<file path="config.mk">
export PLATFORM = sky130hd
export DESIGN_NAME = swa_div
export DESIGN_NICKNAME = d
export VERILOG_FILES = /design/src/hw/rtl/swa_pkg.sv /design/src/hw/rtl/swa_div.sv
export SDC_FILE = /design/constraint.sdc
export NUM_CORES = 1
export LEC_CHECK = 0
export ABC_AREA = 1
export BUFFER_PORTS_ARGS = -buffer_cell sky130_fd_sc_hd__buf_2
export CAP_MARGIN = 20
export CELL_PAD_IN_SITES_DETAIL_PLACEMENT = 0
export CELL_PAD_IN_SITES_GLOBAL_PLACEMENT = 1
export CORE_MARGIN = 2
export CORE_UTILIZATION = 38
export CTS_BUF_LIST = sky130_fd_sc_hd__clkbuf_16
export CTS_CLUSTER_SIZE = 20
export DETAILED_ROUTE_END_ITERATION = 8
export PLACE_DENSITY = 0.81
export SETUP_SLACK_MARGIN = 0.2
export SLEW_MARGIN = 20
export SYNTH_ARGS = -nofsm -noshare
export SYNTH_HDL_FRONTEND = slang
export SYNTH_SLANG_ARGS = --single-unit
</file>
<file path="constraint.sdc">
create_clock -name clock -period 2.2 [get_ports clock]
set_input_delay 0.33 -clock clock [delete_from_list [all_inputs] [get_ports clock]]
set_output_delay 0.33 -clock clock [all_outputs]
set_load 0.03 [all_outputs]
</file>
<file path="src/hw/rtl/swa_pkg.sv">
// Shared constants, types and codes of the sliding window aggregate.
package swa_pkg;

   localparam int WINDOW_MAX = 256;
   localparam int IDX_W      = $clog2(WINDOW_MAX);
   localparam int CNT_W      = $clog2(WINDOW_MAX + 1);
   localparam int SAMPLE_W   = 32;
   localparam int AGG_W      = 40;
   localparam int WL_W       = 9;
   localparam int SUM_W      = SAMPLE_W + CNT_W;
   localparam int SAT_W      = (SUM_W > AGG_W) ? SUM_W : AGG_W;
   localparam int NW         = (CNT_W > WL_W) ? CNT_W : WL_W;

   localparam logic signed [AGG_W-1:0] AGG_MAX = {1'b0, {(AGG_W-1){1'b1}}};
   localparam logic signed [AGG_W-1:0] AGG_MIN = {1'b1, {(AGG_W-1){1'b0}}};

   typedef enum logic [1:0] {
      MODE_AVG = 2'd0,
      MODE_MIN = 2'd1,
      MODE_MAX = 2'd2,
      MODE_SUM = 2'd3
   } mode_type;

   typedef enum logic {
      REG_WINDOW_LENGTH = 1'b0,
      REG_MODE          = 1'b1
   } reg_index_type;

   typedef enum logic [2:0] {
      ST_IDLE,
      ST_SCAN,
      ST_DIV,
      ST_DONE
   } fsm_state_type;

endpackage

</file>
<file path="src/hw/rtl/swa_div.sv">
// Iterative restoring divider for unsigned magnitudes, one quotient bit per cycle.
module swa_div (
   input  logic                      clock,
   input  logic                      reset,
   input  logic                      start,
   input  logic [swa_pkg::SUM_W-1:0] dividend,
   input  logic [swa_pkg::CNT_W-1:0] divisor,
   output logic                      done,
   output logic [swa_pkg::SUM_W-1:0] quotient
);
   import swa_pkg::*;

   localparam int STEP_W = $clog2(SUM_W + 1);

   logic [SUM_W-1:0]  quo_ff, quo_in;
   logic [CNT_W-1:0]  rem_ff, rem_in;
   logic [CNT_W-1:0]  dvs_ff, dvs_in;
   logic [STEP_W-1:0] step_ff, step_in;
   logic              busy_ff, busy_in;
   logic              done_ff, done_in;
   logic [CNT_W:0]    rem_sh;
   logic [CNT_W:0]    diff;

   always_comb begin
      rem_sh  = {rem_ff, quo_ff[SUM_W-1]};
      diff    = rem_sh - {1'b0, dvs_ff};
      quo_in  = quo_ff;
      rem_in  = rem_ff;
      dvs_in  = dvs_ff;
      step_in = step_ff;
      busy_in = busy_ff;
      done_in = 1'b0;
      if (start) begin
         quo_in  = dividend;
         rem_in  = '0;
         dvs_in  = divisor;
         step_in = STEP_W'(SUM_W);
         busy_in = 1'b1;
      end else if (busy_ff) begin
         if (!diff[CNT_W]) begin
            rem_in = diff[CNT_W-1:0];
            quo_in = {quo_ff[SUM_W-2:0], 1'b1};
         end else begin
            rem_in = rem_sh[CNT_W-1:0];
            quo_in = {quo_ff[SUM_W-2:0], 1'b0};
         end
         step_in = step_ff - STEP_W'(1);
         if (step_ff == STEP_W'(1)) begin
            busy_in = 1'b0;
            done_in = 1'b1;
         end
      end
   end

   always_ff @(posedge clock) begin
      if (reset) begin
         busy_ff <= 1'b0;
         done_ff <= 1'b0;
      end else begin
         busy_ff <= busy_in;
         done_ff <= done_in;
      end
      quo_ff  <= quo_in;
      rem_ff  <= rem_in;
      dvs_ff  <= dvs_in;
      step_ff <= step_in;
   end

   assign done     = done_ff;
   assign quotient = quo_ff;

endmodule

</file>
==> results of run 1 <==
==> cells in the final DEF, fill, tap and decap left out, types with 3 or more instances in the layout <==
cell type	count
clkbuf_16	9
inv_1	46
nand2_1	184
buf_2	94
clkinv_2	3
dfxtp_1	17
edfxtp_1	50
nand2_2	3
buf_4	8
o21ai_0	3
nand3_1	28
nor3_1	4
ha_1	10
nor2_1	10
a21oi_1	7
==> power groups by stage <==
stage	clock (mW)	combinational, mW	sequential (mW)
finish	1.36	0.557	1.54
global route	1.46	0.613	1.56
CTS	1.39	0.553	1.54
detailed placement	0	0.552	1.56
global placement	0	0.552	1.56
floorplan	0	0.209	1.72
==> repair_timing <==
| item | 4_1_cts | 5_1_grt |
|---|---|---|
| buffers inserted | 0 | 3 |
| hold endpoints to repair | 0 | 0 |
| gates resized for setup | 0 | 4 |
| endpoints found under the setup margin | 0 | 9 |
==> registers in the layout (all words and copies together) (netlist names) <==
name / flops
step_ff: 6
quotient: 41
rem_ff: 9
busy_ff: 1
done: 1
dvs_ff: 9
==> routing by layer <==
metal	share of wire	wire (µm)	vias up
met1	0.45	3400	1242
li1	-	-	1444
met2	0.45	3360	84
met4	0.022	162	0
met3	0.080	598	13
met5	0	0	-
==> cells by family (layout without fill, tap and decap cells) <==
kind of cell    Yosys count  after routing
buf+inv                  58            164
compound gates           13             13
simple gates            237            237
flops                    67             67
fa+ha+maj                12             12
xor+xnor                  4              4
==> path summary, 6_finish.rpt <==
path | from | end | slack (ns)
setup / recovery | dvs_ff[4] | quotient[0] | 0.37
hold reg to reg | rem_ff[0] | rem_ff[0] | 0.48
hold / removal | divisor[3] | dvs_ff[3] | 0.18
setup reg to reg | dvs_ff[4] | quotient[0] | 0.37
==> per-stage QoR <==
step	setup WS, ns	instances	util	cell area [µm²]	power [mW]
2_1_floorplan	0.241	391	-	3300	1.93
4_1_cts	0.229	599	0.501	4160	3.49
3_3_place_gp	0.250	583	0.467	3870	2.12
5_1_grt	0.192	602	0.506	4200	3.63
6_report	0.369	602	0.506	4200	3.46
3_5_place_dp	0.249	583	0.467	3870	2.12
==> cell type report <==
type                            instances  area [µm²]
Clock buffer                            9         225
Fill cell                             826        4100
Sequential cell                        67        1840
Multi-Input combinational cell        266        1230
Clock inverter                          7        60.1
Tap cell                              105         131
Inverter                               46         173
Timing Repair Buffer                  102         531
==> worst max-delay path: stages (launching register included) <==
cell and delay [ns]:
edfxtp_1 0.35, inv_1 0.06, ha_2 0.30, nand2_2 0.11, inv_1 0.04, nand2_1 0.08, nand2_1 0.05, nand2_1 0.07
nand4_1 0.22, buf_4 0.22, a31oi_1 0.17
==> impl_metrics.env, run 1 <==
export IMPL_critPathRequiredTime_ns=2.36
export IMPL_pwr_share_comb=0.161
export IMPL_arrival_ns=1.99
export IMPL_num_antenna_cells=0
export IMPL_synthXorXnorAreaFrac=0.0106
export IMPL_netlist_instances=391
export IMPL_slew_viol_final=0
export IMPL_drive_gt1_frac=0.252
export IMPL_ys_flop_type="edfxtp_1"
export IMPL_r2r_worst_path_cells=10
export IMPL_io_pins=95
export IMPL_hold_class="in2reg"
export IMPL_syn_to_final_growth_pct=27.2
export IMPL_grt_overflow=0
export IMPL_setup_violations=0
export IMPL_p_int_mw=2.53
export IMPL_drtIter0Drc=104
export IMPL_clk_pin_slew_ns=0.06
export IMPL_period_share=0.832
export IMPL_min_period_ns=1.83
export IMPL_cts_root_buffer="clkbuf_16"
export IMPL_synth_most_common_cell="nand2_1"
export IMPL_hold_slack_ns=0.181
export IMPL_yosys_area_top_type_share=0.455
export IMPL_synth_simple_area_share=0.291
export IMPL_busiest_layer="met2"
export IMPL_synth_fa_ha_area_frac=0.0478
export IMPL_yosys_top_cells_count="185 x nand2_1, 50 x edfxtp_1, 45 x inv_1, 28 x nand3_1, 17 x dfxtp_1"
export IMPL_met3_usage=0.0633
export IMPL_cts_hold_fix_buffers=0
export IMPL_synth_compound_area_frac=0.0213
export IMPL_fin_skew_ns=0.00698
export IMPL_wire_per_inst_um=12.5
export IMPL_worstSetupEndpointType="flop"
export IMPL_routabilityCongestion=0.820
export IMPL_worstMarginPinSlew_ns=0.553
export IMPL_cts_buffers=9
export IMPL_status="finished clean"
export IMPL_start_kind="flop"
export IMPL_critPathKind="reg2reg"
export IMPL_route_detailed_drc=0
export IMPL_met2_usage=0.241
export IMPL_power_share_clock=0.394
export IMPL_async_flop_share=0
export IMPL_synth_edf_count=50
export IMPL_vdd_ir_drop_worst_mv=0.427
export IMPL_grt_pass1_wl_mm=12.3
export IMPL_dieArea_um2=9440
export IMPL_grt_pass1_vias=2652
export IMPL_wl_mm=7.52
export IMPL_postRouteAntennaNets=0
export IMPL_drtPass1Iterations=4
export IMPL_drv_cap=0
export IMPL_vias=2783
export IMPL_p_leak_nw=2.16
export IMPL_yosys_warnings=0
export IMPL_fin_nets=557
export IMPL_design_core_area_um2=8300
export IMPL_portBuffers=94
export IMPL_critical_path_max_fanout=5
export IMPL_setup_tns_ns=0
export IMPL_avgSynthCellArea_um2=8.43
export IMPL_seqPwrFrac=0.445
export IMPL_cts_sinks=67
export IMPL_fmax_mhz=546
export IMPL_swShare=0.270
export IMPL_die_y_um=97.1
export IMPL_cts_tree="yes"
export IMPL_viasPerCell=4.62
export IMPL_grt_max_degree=43
export IMPL_grtUsageTotal=0.161
export IMPL_yosysTopAreaCell="edfxtp_1"
export IMPL_fp_row_count=33
export IMPL_slew_headroom=0.631
export IMPL_rsz0062_at_grt="no"
export IMPL_powerDensity_nw_per_um2=826
export IMPL_synth_area_leaders="edfxtp_1 46%, nand2_1 21%, dfxtp_1 10%"
export IMPL_holdPathStages=1
export IMPL_cts_max_level=3
export IMPL_syn_num_nets=456
export IMPL_synth_top_family_by_area="simple AND/OR/NAND/NOR gates"
export IMPL_dp_hpwl_mm=5.36
export IMPL_cts_buffer_depth=2
export IMPL_p_sw_mw=0.937
export IMPL_die_x_um=97.1
export IMPL_yosysSeqAreaShare=0.559
export IMPL_antenna_found_initial=0
export IMPL_ys_ff_latch=67
export IMPL_ys_types=26
export IMPL_finalHoldViolCount=0
export IMPL_clock_latency_ns=0.32
export IMPL_met1_usage=0.207
export IMPL_synthMuxAreaShare=0
export IMPL_start_util=0.397
export IMPL_syn_area_um2=3300
(Power assumes the default switching activity.)
==> inputs of run 2 (changes only) <==
==> constraint.sdc (replaced) <==
create_clock -name clock -period 1.9 [get_ports clock]
set_input_delay 0.285 -clock clock [delete_from_list [all_inputs] [get_ports clock]]
set_output_delay 0.285 -clock clock [all_outputs]
set_load 0.03 [all_outputs]
==> run 2 against run 1 <==
Against the previous run: die area is the same; clock skew is 0.0016 ns lower; sequential share of layout area decreased by 3.7 points; setup slack lost 0.25 ns; wire length increased by 9.4%; maximum frequency rose by 2.7%; first-iteration DRC count increased by 21%; final area rose by 9.4%; register-to-register slack worse by 0.25 ns; via count grew 4.7%; sequential power increased by 16%; hold slack got worse by 0.044 ns; critical endpoint is now rem_ff[4]; largest cell class unchanged.
==> impl_metrics.env, run 2 (synthesized netlist as in run 1, its figures left out) <==
export IMPL_fin_cells=618
export IMPL_setup_violations=0
export IMPL_period_share=0.938
export IMPL_finalHoldViolCount=0
export IMPL_slew_headroom=0.635
export IMPL_cts_root_buffer="clkbuf_16"
export IMPL_largest_reg_flops=41
export IMPL_layout_common_cells="168 x nand2_1, 94 x buf_2, 50 x edfxtp_1"
export IMPL_cts_max_level=3
export IMPL_fin_nets=573
export IMPL_min_period_ns=1.78
export IMPL_slew_viol_final=0
export IMPL_worst_path_largest_cell_delay_ns=0.37
export IMPL_cts_buffer_depth=2
export IMPL_critPathRequiredTime_ns=2.11
export IMPL_die_x_um=97.1
export IMPL_p_leak_nw=2.29
export IMPL_num_antenna_cells=0
export IMPL_grtUsageTotal=0.176
export IMPL_grt_overflow=0
export IMPL_postRouteAntennaNets=0
export IMPL_start_util=0.397
export IMPL_worst_path_most_repeated_cell="nand2_1"
export IMPL_drtPass1Iterations=4
export IMPL_final_common_cell="nand2_1"
export IMPL_grt_max_degree=43
export IMPL_powerDensity_nw_per_um2=897
export IMPL_dp_hpwl_mm=5.56
export IMPL_critPathBufInv=2
export IMPL_multiInputGateArea_um2=1510
export IMPL_fin_skew_ns=0.00534
export IMPL_fmax_mhz=561
export IMPL_drv_cap=0
export IMPL_fill_cells=781
export IMPL_worstMarginPinSlew_ns=0.547
export IMPL_io_pins=95
export IMPL_seq_area_um2=1850
export IMPL_dieArea_um2=9440
export IMPL_cp_top_family="adder cells"
export IMPL_cts_tree="yes"
export IMPL_grt_pass1_wl_mm=13.4
export IMPL_cts_hold_fix_buffers=0
export IMPL_clock_latency_ns=0.32
export IMPL_drive_gt1_frac=0.368
export IMPL_syn_to_final_growth_pct=39.2
export IMPL_placed_cells=589
export IMPL_placed_area_um2=3930
export IMPL_wire_per_inst_um=13.3
export IMPL_route_detailed_drc=0
export IMPL_wl_mm=8.23
export IMPL_cts_buffers=9
export IMPL_hold_class="in2reg"
export IMPL_critical_path_max_fanout=3
export IMPL_antenna_found_initial=0
export IMPL_final_area_um2=4590
export IMPL_grt_pass1_vias=2828
export IMPL_viasPerCell=4.72
export IMPL_worst_path_max_delay_cell="edfxtp_1"
export IMPL_vias=2915
export IMPL_fp_row_count=33
export IMPL_routabilityCongestion=0.829
export IMPL_portBuffers=94
export IMPL_drtIter0Drc=126
export IMPL_cts_sinks=67
export IMPL_setup_tns_ns=0
export IMPL_vdd_ir_drop_worst_mv=0.603
export IMPL_start_kind="flop"
export IMPL_arrival_ns=2.00
export IMPL_critPathKind="reg2reg"
export IMPL_design_core_area_um2=8300
export IMPL_worstSetupEndpointType="flop"
export IMPL_crit_chain="inv_2 -> ha_4 -> fa_2 -> nand3b_1 -> nand2_2 -> buf_4 -> xnor2_2 -> nand2_1 -> nand3_1 -> nand2_1"
export IMPL_rsz0062_at_grt="yes"
export IMPL_status="finished clean"
export IMPL_clk_pin_slew_ns=0.06
export IMPL_die_y_um=97.1
## run 2: area by class of cell
class / instances / area share
Clock buffer: 9 / 0.0491
Multi-Input combinational cell: 268 / 0.329
Tap cell: 105 / 0.0286
Inverter: 46 / 0.0385
Sequential cell: 67 / 0.402
Timing Repair Buffer: 116 / 0.139
Clock inverter: 7 / 0.0134
## run 2: power breakdown
part	internal, mW	switching (mW)	total, mW	leakage, nW
registers	1.72	0.0668	1.79	0.649
logic	0.256	0.479	0.735	1.49
clock network	1.00	0.590	1.59	0.148
total	2.98	1.14	4.11	2.29
## run 2: path summary, 6_finish.rpt
kind	end	slack [ns]	cells after the start	startpoint
setup / recovery	rem_ff[4]	0.12	10	quotient[40]
setup reg to reg	rem_ff[4]	0.12	10	quotient[40]
hold reg to reg	rem_ff[8]	0.47	2	rem_ff[8]
hold / removal	done	0.14	2	reset
## run 2: per-layer routing
| metal | vias to the layer above | share of wire | GRT usage |
|---|---|---|---|
| met5 | - | 0 | 0 |
| met4 | 0 | 0.019 | 0.0683 |
| met3 | 14 | 0.062 | 0.0525 |
| met2 | 78 | 0.47 | 0.281 |
| met1 | 1343 | 0.45 | 0.225 |
| li1 | 1480 | - | - |
## run 2: metrics by stage
stage | power (mW) | utilization | hold slack, ns | setup slack, ns
after floorplan | 2.23 | - | 0.361 | 0.0350
after global placement | 2.46 | 0.473 | 0.457 | 0.109
after detailed placement | 2.47 | 0.473 | 0.462 | 0.0518
after CTS | 4.12 | 0.535 | 0.125 | 0.0984
after global routing | 4.30 | 0.553 | 0.126 | 0.0257
final | 4.11 | 0.553 | 0.137 | 0.118
## run 2: what timing repair did
| item | 4_1_cts | 5_1_grt |
|---|---|---|
| endpoints found under the hold margin | 0 | 0 |
| pin swaps | 18 | 21 |
| setup endpoints to repair | 10 | 10 |
| gates cloned | 0 | 2 |
| resized for setup | 35 | 23 |
| buffers inserted | 8 | 3 |
